[config.mk]
export PLATFORM = sky130hd
export DESIGN_NAME = glob_allowlist_matcher_flat
export DESIGN_NICKNAME = d
export VERILOG_FILES = /design/src/rtl/core/gam_pkg.sv /design/src/rtl/core/gam_ifs.sv /design/src/rtl/core/gam_cfg_regs.sv /design/src/rtl/core/gam_nfa.sv /design/src/rtl/core/glob_allowlist_matcher.sv /design/src/flat_wrapper.sv
export VERILOG_INCLUDE_DIRS = /design/src /design/src/rtl/core
export SDC_FILE = /design/constraint.sdc
export NUM_CORES = 1
export LEC_CHECK = 0
export ABC_CLOCK_PERIOD_IN_PS = 3250
export BUFFER_PORTS_ARGS = -buffer_cell sky130_fd_sc_hd__buf_4
export CORE_ASPECT_RATIO = 2
export CORE_MARGIN = 1.5
export CORE_UTILIZATION = 31
export DETAILED_ROUTE_END_ITERATION = 8
export PLACE_DENSITY = 0.52
export SYNTH_ARGS = -nofsm -noshare
export SYNTH_HDL_FRONTEND = slang
export SYNTH_SLANG_ARGS = --single-unit
[constraint.sdc]
create_clock -name i_clk -period 3.25 [get_ports i_clk]
set_input_delay 0.325 -clock i_clk [delete_from_list [all_inputs] [get_ports i_clk]]
set_output_delay 0.325 -clock i_clk [all_outputs]
set_load 0.03 [all_outputs]
[src/rtl/core/glob_allowlist_matcher_assert.svh]
// Assertion macros used by the allowlist matcher RTL.
`ifndef GLOB_ALLOWLIST_MATCHER_ASSERT_SVH
`define GLOB_ALLOWLIST_MATCHER_ASSERT_SVH

// Same-cycle implication, checked on every rising clock edge outside reset.
`define GAM_ASSERT_SAME(label, ante, cons) \
    label: assert property (@(posedge i_clk) disable iff (!i_rst_n) (ante) |-> (cons)) \
        else $error("allowlist matcher check failed");

// Next-cycle implication, checked on every rising clock edge outside reset.
`define GAM_ASSERT_NEXT(label, ante, cons) \
    label: assert property (@(posedge i_clk) disable iff (!i_rst_n) (ante) |=> (cons)) \
        else $error("allowlist matcher check failed");

`endif

[src/rtl/core/gam_pkg.sv]
// Shared types and constants of the glob allowlist matcher.
`default_nettype none

package gam_pkg;

    localparam int MAX_PATTERN_BYTES_DEF = 16;
    localparam int LEN_W                 = 5;
    localparam int IN_USE_W              = 2;
    localparam int CHARS_W               = 64;
    localparam int CFG_IDX_W             = 3;

    localparam logic [7:0] STAR_BYTE     = 8'h2A;
    localparam logic [7:0] QUESTION_BYTE = 8'h3F;

    typedef enum logic [CFG_IDX_W-1:0] {
        CFG_A_FIRST  = 3'd0,
        CFG_A_LAST   = 3'd1,
        CFG_A_LENGTH = 3'd2,
        CFG_B_FIRST  = 3'd3,
        CFG_B_LAST   = 3'd4,
        CFG_B_LENGTH = 3'd5,
        CFG_IN_USE   = 3'd6
    } t_cfg_idx;

    typedef struct packed {
        logic [7:0] text_byte;
        logic       is_last;
        logic       is_empty;
    } t_in_item;

    typedef struct packed {
        logic allowed;
        logic match_a;
        logic match_b;
    } t_out_item;

    typedef struct packed {
        logic [CFG_IDX_W-1:0] reg_index;
        logic [CHARS_W-1:0]   wr_data;
    } t_cfg_write;

    typedef struct packed {
        logic [CHARS_W-1:0] first_chars;
        logic [CHARS_W-1:0] last_chars;
        logic [LEN_W-1:0]   length;
    } t_pattern;

    typedef struct packed {
        t_pattern              pat_a;
        t_pattern              pat_b;
        logic [IN_USE_W-1:0]   in_use;
    } t_cfg_state;

endpackage

`default_nettype wire

[src/rtl/core/gam_ifs.sv]
// Valid/ready channel interfaces of the glob allowlist matcher.
`default_nettype none

interface gam_in_if;
    import gam_pkg::*;
    logic     valid;
    logic     ready;
    t_in_item data;
    modport source (output valid, output data, input ready);
    modport sink (input valid, input data, output ready);
endinterface

interface gam_out_if;
    import gam_pkg::*;
    logic      valid;
    logic      ready;
    t_out_item data;
    modport source (output valid, output data, input ready);
    modport sink (input valid, input data, output ready);
endinterface

interface gam_cfg_if;
    import gam_pkg::*;
    logic       valid;
    logic       ready;
    t_cfg_write data;
    modport source (output valid, output data, input ready);
    modport sink (input valid, input data, output ready);
endinterface

`default_nettype wire

[src/rtl/core/gam_cfg_regs.sv]
// Configuration register file holding both patterns and the in-use count.
`default_nettype none

module gam_cfg_regs (
    input  wire                 i_clk,
    input  wire                 i_rst_n,
    gam_cfg_if.sink             i_cfg,
    output gam_pkg::t_cfg_state o_cfg
);
    import gam_pkg::*;

    t_cfg_state r_cfg;
    t_cfg_state n_cfg;
    logic       wr_fire;

    assign i_cfg.ready = 1'b1;
    assign wr_fire     = i_cfg.valid & i_cfg.ready;

    always_comb begin
        n_cfg = r_cfg;
        if (wr_fire) begin
            unique case (t_cfg_idx'(i_cfg.data.reg_index))
                CFG_A_FIRST:  n_cfg.pat_a.first_chars = i_cfg.data.wr_data;
                CFG_A_LAST:   n_cfg.pat_a.last_chars  = i_cfg.data.wr_data;
                CFG_A_LENGTH: n_cfg.pat_a.length      = i_cfg.data.wr_data[LEN_W-1:0];
                CFG_B_FIRST:  n_cfg.pat_b.first_chars = i_cfg.data.wr_data;
                CFG_B_LAST:   n_cfg.pat_b.last_chars  = i_cfg.data.wr_data;
                CFG_B_LENGTH: n_cfg.pat_b.length      = i_cfg.data.wr_data[LEN_W-1:0];
                CFG_IN_USE:   n_cfg.in_use            = i_cfg.data.wr_data[IN_USE_W-1:0];
                default:      n_cfg = r_cfg;
            endcase
        end
    end

    always_ff @(posedge i_clk) begin
        if (!i_rst_n) begin
            r_cfg <= '0;
        end else begin
            r_cfg <= n_cfg;
        end
    end

    assign o_cfg = r_cfg;

endmodule

`default_nettype wire

[src/rtl/core/gam_nfa.sv]
// Bit-parallel NFA for one glob pattern: active-position register and byte step.
`default_nettype none

module gam_nfa #(
    parameter int MAX_PATTERN_BYTES = gam_pkg::MAX_PATTERN_BYTES_DEF
) (
    input  wire                    i_clk,
    input  wire                    i_rst_n,
    input  wire gam_pkg::t_pattern i_pattern,
    input  wire  [7:0]             i_byte,
    input  wire                    i_step,
    input  wire                    i_end,
    input  wire                    i_empty,
    output logic                   o_match
);
    import gam_pkg::*;

    localparam int SET_W   = MAX_PATTERN_BYTES + 1;
    localparam int POS_W   = $clog2(SET_W);
    localparam int NSTEP   = $clog2(SET_W);
    localparam logic [LEN_W-1:0] MAX_LEN = LEN_W'(MAX_PATTERN_BYTES);

    // Positions reachable across runs of stars: a carry-style prefix over the
    // star mask, doubling the span at each level.
    function automatic logic [SET_W-1:0] star_close(input logic [SET_W-1:0] set,
                                                    input logic [SET_W-1:0] star);
        logic [SET_W-1:0] g;
        logic [SET_W-1:0] p;
        g = set;
        p = star;
        for (int k = 0; k < NSTEP; k++) begin
            g = g | ((g & p) << (1 << k));
            p = p & (p >> (1 << k));
        end
        return g;
    endfunction

    logic [SET_W-1:0]       r_set;
    logic [SET_W-1:0]       n_set;
    logic [2*CHARS_W-1:0]   chars;
    logic [LEN_W-1:0]       len_eff;
    logic [POS_W-1:0]       len_pos;
    logic [SET_W-1:0]       star_m;
    logic [SET_W-1:0]       move_m;
    logic [SET_W-1:0]       cur_c;
    logic [SET_W-1:0]       adv_set;
    logic [SET_W-1:0]       eval_set;
    logic [SET_W-1:0]       eval_c;

    assign chars   = {i_pattern.last_chars, i_pattern.first_chars};
    assign len_eff = (i_pattern.length > MAX_LEN) ? MAX_LEN : i_pattern.length;
    assign len_pos = len_eff[POS_W-1:0];

    always_comb begin
        star_m = '0;
        move_m = '0;
        for (int i = 0; i < MAX_PATTERN_BYTES; i++) begin
            if (LEN_W'(i) < len_eff) begin
                star_m[i] = (chars[8*i +: 8] == STAR_BYTE);
                move_m[i] = (chars[8*i +: 8] != STAR_BYTE)
                          & ((chars[8*i +: 8] == QUESTION_BYTE) | (chars[8*i +: 8] == i_byte));
            end
        end
    end

    // A star position keeps itself; a literal or '?' that fits moves one on.
    assign cur_c    = star_close(r_set, star_m);
    assign adv_set  = star_close((cur_c & star_m) | ((cur_c & move_m) << 1), star_m);
    assign eval_set = i_empty ? r_set : adv_set;
    assign eval_c   = star_close(eval_set, star_m);
    assign o_match  = eval_c[len_pos];

    always_comb begin
        n_set = r_set;
        if (i_end) begin
            n_set = SET_W'(1);
        end else if (i_step) begin
            n_set = adv_set;
        end
    end

    always_ff @(posedge i_clk) begin
        if (!i_rst_n) begin
            r_set <= SET_W'(1);
        end else begin
            r_set <= n_set;
        end
    end

endmodule

`default_nettype wire

[src/rtl/core/glob_allowlist_matcher.sv]
// Top level of the glob allowlist matcher: input register, two NFAs, result register.
//
//  channel   dir   payload                            transfer when
//  i_text    in    text_byte, is_last, is_empty       i_text.valid & i_text.ready
//  o_result  out   allowed, match_a, match_b          o_result.valid & o_result.ready
//  i_cfg     in    reg_index, wr_data                 i_cfg.valid (ready is tied high)
//
// One text byte per cycle unless a command end waits: a byte is held in the input
// register; the combinational NFA step and match decision feed the result register.
// A byte that ends a command needs a free result register; other bytes never wait.
// Synchronous active-low reset clears both active sets to the start position,
// empties both registers and clears all configuration to zero.
`default_nettype none

module glob_allowlist_matcher #(
    parameter int MAX_PATTERN_BYTES = gam_pkg::MAX_PATTERN_BYTES_DEF
) (
    input  wire        i_clk,
    input  wire        i_rst_n,
    gam_in_if.sink     i_text,
    gam_out_if.source  o_result,
    gam_cfg_if.sink    i_cfg
);
    import gam_pkg::*;

    t_cfg_state cfg;
    logic       r_in_valid;
    logic       n_in_valid;
    t_in_item   r_in;
    logic       r_out_valid;
    logic       n_out_valid;
    t_out_item  r_out;
    logic       ends;
    logic       out_free;
    logic       fire;
    logic       step;
    logic       end_cmd;
    logic       raw_a;
    logic       raw_b;
    logic       ma;
    logic       mb;

    gam_cfg_regs u_cfg (
        .i_clk   (i_clk),
        .i_rst_n (i_rst_n),
        .i_cfg   (i_cfg),
        .o_cfg   (cfg)
    );

    assign ends     = r_in.is_empty | r_in.is_last;
    assign out_free = ~r_out_valid | o_result.ready;
    assign fire     = r_in_valid & (~ends | out_free);
    assign step     = fire & ~r_in.is_empty;
    assign end_cmd  = fire & ends;

    gam_nfa #(.MAX_PATTERN_BYTES(MAX_PATTERN_BYTES)) u_nfa_a (
        .i_clk     (i_clk),
        .i_rst_n   (i_rst_n),
        .i_pattern (cfg.pat_a),
        .i_byte    (r_in.text_byte),
        .i_step    (step),
        .i_end     (end_cmd),
        .i_empty   (r_in.is_empty),
        .o_match   (raw_a)
    );

    gam_nfa #(.MAX_PATTERN_BYTES(MAX_PATTERN_BYTES)) u_nfa_b (
        .i_clk     (i_clk),
        .i_rst_n   (i_rst_n),
        .i_pattern (cfg.pat_b),
        .i_byte    (r_in.text_byte),
        .i_step    (step),
        .i_end     (end_cmd),
        .i_empty   (r_in.is_empty),
        .o_match   (raw_b)
    );

    // An in-use count of three behaves as two.
    assign ma = raw_a & (|cfg.in_use);
    assign mb = raw_b & cfg.in_use[1];

    assign i_text.ready    = ~r_in_valid | fire;
    assign o_result.valid  = r_out_valid;
    assign o_result.data   = r_out;

    always_comb begin
        n_in_valid = r_in_valid;
        if (i_text.valid & i_text.ready) begin
            n_in_valid = 1'b1;
        end else if (fire) begin
            n_in_valid = 1'b0;
        end
    end

    always_comb begin
        n_out_valid = r_out_valid;
        if (end_cmd) begin
            n_out_valid = 1'b1;
        end else if (o_result.ready) begin
            n_out_valid = 1'b0;
        end
    end

    always_ff @(posedge i_clk) begin
        if (!i_rst_n) begin
            r_in_valid  <= 1'b0;
            r_out_valid <= 1'b0;
        end else begin
            r_in_valid  <= n_in_valid;
            r_out_valid <= n_out_valid;
        end
    end

    always_ff @(posedge i_clk) begin
        if (i_text.valid & i_text.ready) begin
            r_in <= i_text.data;
        end
        if (end_cmd) begin
            r_out.allowed <= ma | mb;
            r_out.match_a <= ma;
            r_out.match_b <= mb;
        end
    end

`include "glob_allowlist_matcher_assert.svh"

    `GAM_ASSERT_NEXT(a_end_gives_result, end_cmd, r_out_valid)
    `GAM_ASSERT_NEXT(a_no_spurious_result, !r_out_valid && !end_cmd, !r_out_valid)
    `GAM_ASSERT_SAME(a_allowed_is_or, r_out_valid, r_out.allowed == (r_out.match_a | r_out.match_b))
    `GAM_ASSERT_SAME(a_empty_input_ready, !r_in_valid, i_text.ready)

endmodule

`default_nettype wire

[src/flat_wrapper.sv]
// flat-port wrapper written by rule: the top's interface ports become plain ports
module glob_allowlist_matcher_flat import gam_pkg::*;
#(
    parameter int MAX_PATTERN_BYTES = gam_pkg::MAX_PATTERN_BYTES_DEF
)
  (i_clk, i_rst_n, i_text_valid, i_text_data, i_text_ready, o_result_valid, o_result_data, o_result_ready, i_cfg_valid, i_cfg_data, i_cfg_ready);
  gam_in_if i_text_i ();
  gam_out_if o_result_i ();
  gam_cfg_if i_cfg_i ();
  input  wire i_clk;
  input  wire i_rst_n;
  input wire logic [$bits(i_text_i.valid)-1:0] i_text_valid;
  input wire logic [$bits(i_text_i.data)-1:0] i_text_data;
  output wire logic [$bits(i_text_i.ready)-1:0] i_text_ready;
  output wire logic [$bits(o_result_i.valid)-1:0] o_result_valid;
  output wire logic [$bits(o_result_i.data)-1:0] o_result_data;
  input wire logic [$bits(o_result_i.ready)-1:0] o_result_ready;
  input wire logic [$bits(i_cfg_i.valid)-1:0] i_cfg_valid;
  input wire logic [$bits(i_cfg_i.data)-1:0] i_cfg_data;
  output wire logic [$bits(i_cfg_i.ready)-1:0] i_cfg_ready;
  assign i_text_i.valid = i_text_valid;
  assign i_text_i.data = i_text_data;
  assign i_text_ready = i_text_i.ready;
  assign o_result_valid = o_result_i.valid;
  assign o_result_data = o_result_i.data;
  assign o_result_i.ready = o_result_ready;
  assign i_cfg_i.valid = i_cfg_valid;
  assign i_cfg_i.data = i_cfg_data;
  assign i_cfg_ready = i_cfg_i.ready;
  glob_allowlist_matcher #(.MAX_PATTERN_BYTES(MAX_PATTERN_BYTES)) u_core (.i_clk(i_clk), .i_rst_n(i_rst_n), .i_text(i_text_i), .o_result(o_result_i), .i_cfg(i_cfg_i));
endmodule
-- Yosys cells after proc, flatten, opt, wreduce, memory -nomap -nowiden
Cells that the tools add are included.
- register bits after elaboration: 317
- input port bits: 82
- output and inout port bits: 6
- word-level logic and storage cells: 429
- order comparisons: 36
- equality and inequality tests: 134
- mux-type cells: 76
- bitwise operators: 154
- reduce and logical (&&, ||, !) cells: 12
- operators with widths (operator ; count):
    17-bit bitwise OR ; 32
    8-bit by 6-bit equality test with 1-bit output, second input constant ; 64
    8-bit equality test ; 32
    8-bit by 6-bit != test with 1-bit output, second input constant ; 32
    16-bit bitwise AND ; 8
    15-bit bitwise AND ; 8
    13-bit bitwise AND ; 8
    4-bit by 5-bit less-than comparator with 1-bit output, first input constant ; 16
    9-bit bitwise AND ; 8
    1-bit 2-to-1 mux ; 70
    1-bit bitwise AND ; 46
    3-bit by 5-bit less-than comparator with 1-bit output, first input constant ; 8
    1-bit bitwise OR ; 37
    17-bit by 16-bit bitwise AND with 17-bit output ; 2
    17-bit 2-to-1 mux ; 2
    1-bit by 5-bit less-than comparator with 1-bit output, first input constant ; 4
    2-bit by 5-bit less-than comparator with 1-bit output, first input constant ; 4
    2-bit AND reduction ; 7
    5-bit by 6-bit less-than comparator with 1-bit output, second input constant ; 2
    1-bit binary-select mux with 5-bit select ; 2
    5-bit greater-than comparator, second input constant ; 2
    5-bit 2-to-1 mux ; 2
    3-bit equality test, second input constant ; 3
    3-bit by 2-bit equality test with 1-bit output, second input constant ; 2
    5 further kinds ; 11

-- Logic depth before layout (Yosys ltp)
- depth in word-level cells: 41
- depth in mapped cells: 18
- depth with buffers taken out: 14

-- Cells and area by module
Synthesis repeated with hierarchy kept, for this count alone.
- cell total of the unflattened synthesis: 2447
- area total of the unflattened synthesis: 20235.7 um2
- modules (own cells, without submodules) (module ; instances ; cells an instance ; area an instance (um2) ; seq. area each (um2)):
    gam_cfg_regs ; 1 ; 943 ; 9902.0 ; 5365.1
    gam_nfa ; 2 ; 737 ; 4902.2 ; 340.3
    glob_allowlist_matcher ; 1 ; 30 ; 529.3 ; 430.4

-- Worst setup path after synthesis
No wires, ideal clock.
- path kind: register to register
- from: register u_core.u_cfg.r_cfg (netlist bit u_core.u_cfg.o_cfg[3])
- to: register u_core.r_out (netlist bit u_core.o_result.data[2]) (data pin)
- setup time: 0.263 ns
- arrival: 3.322 ns
- required time: 2.987 ns
- slack: -0.335 ns
- cell stages (with the launch flop): 16
- path buffers: 1
- clock period less this slack: 3.585 ns
- path through: dfxtp_1 -> buf_2 -> or4_4 -> and4_1 -> o211a_1 -> a2111oi_0 -> nor3_1 -> nor2_1 -> a2bb2oi_2 -> o211ai_1 -> a211oi_1 -> o2bb2ai_1 -> a22oi_1 -> o211ai_1 -> a211oi_2 -> o31ai_1
- cells in the longest elaborated chain, start to end: 33
- elaborated cells on any way between the ends: 92
- classes of those cells: 17 x order compare; 36 x mux; 39 x bitwise
- ends and longest elaborated chain (element ; line ; text):
    from (decl) ; gam_cfg_regs.sv:12 ; t_cfg_state r_cfg;
    from (signal assigned) ; gam_cfg_regs.sv:39 ; r_cfg <= n_cfg;
    5-bit greater-than comparator ; gam_nfa.sv:51 ; assign len_eff = (i_pattern.length > MAX_LEN) ? MAX_LEN : i_pattern.length;
    5-bit 2-to-1 mux (*) ; gam_nfa.sv:51 ;
    1-bit by 5-bit less-than comparator with 1-bit output / 2-bit by 5-bit less-than comparator with 1-bit output (equally long branches) ; gam_nfa.sv:58 ; if (LEN_W'(i) < len_eff) begin
    1-bit 2-to-1 mux ; gam_nfa.sv:58 ;
    16-bit bitwise AND / 15-bit bitwise AND (equally long branches) ; gam_nfa.sv:32, gam_nfa.sv:33 ;
    17-bit bitwise OR / 15-bit bitwise AND (equally long branches) ; gam_nfa.sv:32 ; g = g | ((g & p) << (1 << k));
    15-bit bitwise AND / 17-bit bitwise OR (equally long branches) ; gam_nfa.sv:32 ;
    17-bit bitwise OR / 13-bit bitwise AND (equally long branches) ; gam_nfa.sv:32 ;
    (+15 left out) ; n/a ;
    17-bit bitwise OR, or another cell as far along ; gam_nfa.sv:32 ;
    15-bit bitwise AND / 17-bit bitwise OR (equally long branches) ; gam_nfa.sv:32 ;
    17-bit bitwise OR / 13-bit bitwise AND (equally long branches) ; gam_nfa.sv:32 ;
    17-bit bitwise OR (3 in series) ; gam_nfa.sv:32 ;
    1-bit binary-select mux with 5-bit select (*) ; gam_nfa.sv:71 ; assign o_match = eval_c[len_pos];
    1-bit 2-to-1 mux (implied by the code) (*) ; gam_nfa.sv:71 ;
    1-bit bitwise AND (*) ; glob_allowlist_matcher.sv:80 ; assign mb = raw_b & cfg.in_use[1];
    1-bit bitwise OR (*) ; glob_allowlist_matcher.sv:119 ; r_out.allowed <= ma | mb;
    to (decl) ; glob_allowlist_matcher.sv:32 ; t_out_item r_out;
Mark *: on every way between the ends. The rest lies on a longest branch, timed or not. The select of a mux whose other input is x is not followed.
A chain may end at the register's enable or synchronous reset.

-- Worst setup path in the final report
- from: register u_core.u_cfg.r_cfg (netlist bit u_core.u_cfg.o_cfg[139])
- to: register u_core.r_out (netlist bit u_core.o_result.data[2]) (data pin)
- cells in the longest elaborated chain, start to end: 33
- elaborated cells on any way between the ends: 92
- classes of those cells: 17 x order compare; 36 x mux; 39 x bitwise
- ends and longest elaborated chain (element ; line ; text):
    5-bit greater-than comparator ; gam_nfa.sv:51 ;
    5-bit 2-to-1 mux (*) ; gam_nfa.sv:51 ;
    1-bit by 5-bit less-than comparator with 1-bit output / 2-bit by 5-bit less-than comparator with 1-bit output (equally long branches) ; gam_nfa.sv:58 ;
    1-bit 2-to-1 mux ; gam_nfa.sv:58 ;
    16-bit bitwise AND / 15-bit bitwise AND (equally long branches) ; gam_nfa.sv:32, gam_nfa.sv:33 ;
    17-bit bitwise OR / 15-bit bitwise AND (equally long branches) ; gam_nfa.sv:32 ;
    15-bit bitwise AND / 17-bit bitwise OR (equally long branches) ; gam_nfa.sv:32 ;
    17-bit bitwise OR / 13-bit bitwise AND (equally long branches) ; gam_nfa.sv:32 ;
    (+15 left out) ; n/a ;
    17-bit bitwise OR, or another cell as far along ; gam_nfa.sv:32 ;
    15-bit bitwise AND / 17-bit bitwise OR (equally long branches) ; gam_nfa.sv:32 ;
    17-bit bitwise OR / 13-bit bitwise AND (equally long branches) ; gam_nfa.sv:32 ;
    17-bit bitwise OR (3 in series) ; gam_nfa.sv:32 ;
    1-bit binary-select mux with 5-bit select (*) ; gam_nfa.sv:71 ;
    1-bit 2-to-1 mux (implied by the code) (*) ; gam_nfa.sv:71 ;
    1-bit bitwise AND (*) ; glob_allowlist_matcher.sv:79 ; assign ma = raw_a & (|cfg.in_use);
    1-bit bitwise OR (*) ; glob_allowlist_matcher.sv:119 ;
Marks and branches as above.

==> results.ini <==
[placed_design]
pre_cts_slack_ns=-1.13
dp_hpwl_um=74800
dp_cells=4104
gp_congestion=1.04
portBuffers=86

[routing]
dr.pass1.iters=5
finalWirelength_um=98000
first_iter_violations=1194
avgRoutedWirePerCell_um=23.1
drc=0
vias_per_cell=5.36
drtAntennaViolNets=0
num_vias=22700

[critical_path]
endpoint_kind=register
cp.arrival_ns=4.40
start_kind=register
worstPathMaxFanout=5
worst_path_most_repeated_cell=buf_4
worstPathRequired_ns=3.56
criticalPathCategory=reg2reg
slowest_delay_ns=0.42
cp_slowest_cell=o31a_1
path_cells=buf_8 -> buf_8 -> a2111oi_4 -> buf_4 -> nor4_4 -> buf_4 -> o21ai_2 -> a311oi_2 -> o31ai_2 -> a31oi_2 -> o31a_1 -> o21ai_2 -> a41oi_4 -> a221oi_2 -> buf_4 -> a311oi_2 -> o31ai_1 -> a41o_1 -> o31ai_1

[floorplanning]
dieArea_um2=66700
rows=132
initial_core_util=0.313
dieHeight_um=364
dieWidth_um=183
ioPinCount=88
coreArea_um2=64600

[clock_network]
root_buffer=clkbuf_16
clockBufferDepth=3
h-tree-depth=2
cts_tree=yes
cts.sinks=317
cts_buffers=35
worstSkewPairLatency_ns=0.56
path_clk_slew_ns=0.06

[sta]
hold_violations=0
finalCritPeriodShare=1.26
final.setup.worst_slack_ns=-0.844
finClkSkew_ns=0.0201
period_needed_ns=4.09
tightest_slew_ns=0.925
setup_viol=13
rsz0062_at_grt=true
slew_viol_final=0
relSlewSlack=0.383
clock.fmax_ghz=0.244
tns_ns=-4.46
hold-worst-slack_ns=0.0586

[global_routing]
grt_pass1_wl_um=144000
antenna_found_initial=0
grt.total_usage=0.290
grt_pass1_vias=23600
grt_max_degree=129
overflow=0

[power_and_ir_drop]
combinationalPowerShare=0.161
seqPwrFrac=0.419
switching_power_mw=2.74
clock_power_share=0.420
p_leak_nw=11.1
ir_drop_mv=0.258
internal-power_mw=7.01
switching_share=0.281
pwr_density_cell_nw_per_um2=329

[synth]
async_reset_ff_frac=0
yosys_register_bits=317
synth_mux_area_frac=0.00917
ys_warn_count=0
synth-xor-area-share=0.111
synth_top_family_by_area=simple AND/OR/NAND/NOR gates
syn_nets=2705
synth_compound_area_frac=0.250
synth_area_um2=20200
synth-simple-area-share=0.270
synth_fa_ha_area_frac=0
synth_cell_types=106
synth_edf_count=13
ys_seq_area_frac=0.321
avgSynthCellArea_um2=7.70
synth_cells=2623
synth_ff_type=dfxtp_1

[finish]
utilization=0.458
final_common_cell=buf_4
syn2layout_area_growth_pct=46.6
nets=3430
diodes=0
layoutNonFillerInstCount=4242
final_cell_mix=781 x buf_4, 619 x nand2_1, 295 x dfxtp_1, 260 x a21boi_0, 195 x xnor2_1
final_layout_size_suffix_gt1_frac=0.331

[run]
maxCapViolations=0

[status]
status=finished, violations left
violations=setup timing

[min_path]
hold_class=in2reg

## per-layer routing
metal | GRT usage | up-vias | part of all wire
li1 | - | 10700 | -
met1 | 0.275 | 11000 | 0.34
met2 | 0.547 | 684 | 0.52
met3 | 0.0308 | 344 | 0.035
met4 | 0.250 | 0 | 0.10
met5 | 0 | - | 0
## worst max-delay path, delay by kind of cell, from the launching register on
family / cells / cell delay [ns]
compound gates: 13 / 2.65
buf+inv: 5 / 0.77
flops: 1 / 0.36
simple gates: 1 / 0.06
## sequential cells by signal, summed over array words and instances (netlist names)
name	cells
u_core.o_result.valid	1
u_core.u_nfa_b.r_set	17
u_core.o_result.data	3
u_core.u_nfa_a.r_set	17
u_core.u_cfg.o_cfg	268
u_core.r_in_valid	1
u_core.r_in	10
## synth_stat cells, types with 10 or more instances
master	number	share of area
nand3_1	40	0.0099
and3_1	21	0.0065
o31ai_1	14	0.0052
or4_1	10	0.0037
a211oi_1	30	0.011
nor3_1	53	0.013
o21a_1	13	0.0048
a31oi_1	24	0.0074
nor2b_1	22	0.0068
mux2i_1	14	0.0069
clkbuf_1	109	0.020
inv_1	29	0.0054
nor2_1	139	0.026
xnor2_1	200	0.087
o21ai_0	58	0.014
a22oi_1	17	0.0063
dfxtp_1	304	0.30
or3_1	29	0.0090
o211ai_1	19	0.0071
o2111ai_1	10	0.0043
o22ai_1	12	0.0037
nand2_1	628	0.12
edfxtp_1	13	0.019
xor2_1	56	0.024
a21oi_1	77	0.019
nand4_1	68	0.021
a21o_1	12	0.0045
nor4_1	37	0.011
o21ai_1	10	0.0025
a221oi_1	10	0.0043
a21boi_0	260	0.097
buf_2	40	0.0099
and2_1	18	0.0056
nand2b_1	10	0.0031
or2_2	13	0.0040
## layout make-up
type                            count  area, µm²
Clock buffer                       47        982
Clock inverter                     13        134
Fill cell                        6489      35000
Inverter                           29        109
Multi-Input combinational cell   2115      13900
Sequential cell                   317       6490
Tap cell                          871       1090
Timing Repair Buffer              850       6870
## power by group through the flow
| stage | Sequential [mW] | Combinational, mW | Clock, mW |
|---|---|---|---|
| 2_1_floorplan | 4.17 | 0.689 | 0 |
| 5_1_grt | 4.09 | 1.66 | 4.31 |
| 4_1_cts | 4.08 | 1.51 | 4.18 |
| 6_report | 4.08 | 1.57 | 4.09 |
| 3_5_place_dp | 4.16 | 1.44 | 0 |
| 3_3_place_gp | 4.16 | 1.43 | 0 |
## through the flow
| stage | cell area (µm²) | power (mW) |
|---|---|---|
| after global placement | 26800 | 5.59 |
| final | 29600 | 9.74 |
| after floorplan | 20300 | 4.85 |
| after global routing | 29600 | 10.1 |
| after detailed placement | 26800 | 5.60 |
| after CTS | 28900 | 9.76 |
## path summary, 6_finish.rpt
kind	depth (start not counted)	start	slack [ns]	endpoint
max	19	u_core.u_cfg.o_cfg[139]	-0.84	u_core.o_result.data[2]
min reg2reg	2	u_core.u_nfa_a.r_set[16]	0.48	u_core.u_nfa_a.r_set[16]
min	3	i_cfg_data[37]	0.06	u_core.u_cfg.o_cfg[177]
max reg2reg	19	u_core.u_cfg.o_cfg[139]	-0.84	u_core.o_result.data[2]
## cell families (layout without fill, tap and decap cells)
kind of cell / after synthesis / count (layout)
buffers and inverters: 191 / 939
muxes: 18 / 18
AOI/OAI and AO/OA: 682 / 682
other: 1 / 1
xor gates and xnor gates: 256 / 256
and+or+nand+nor: 1158 / 1158
DFF: 317 / 317
## repair_timing
item,CTS,global route
setup buffers,31,35
pin swaps,53,48
hold buffers,11,0
endpoints found under the hold margin,11,0
cloned,0,2
setup endpoints to repair,17,19
gates resized for setup,141,68
No activity file was read; power rests on OpenSTA's default activity.
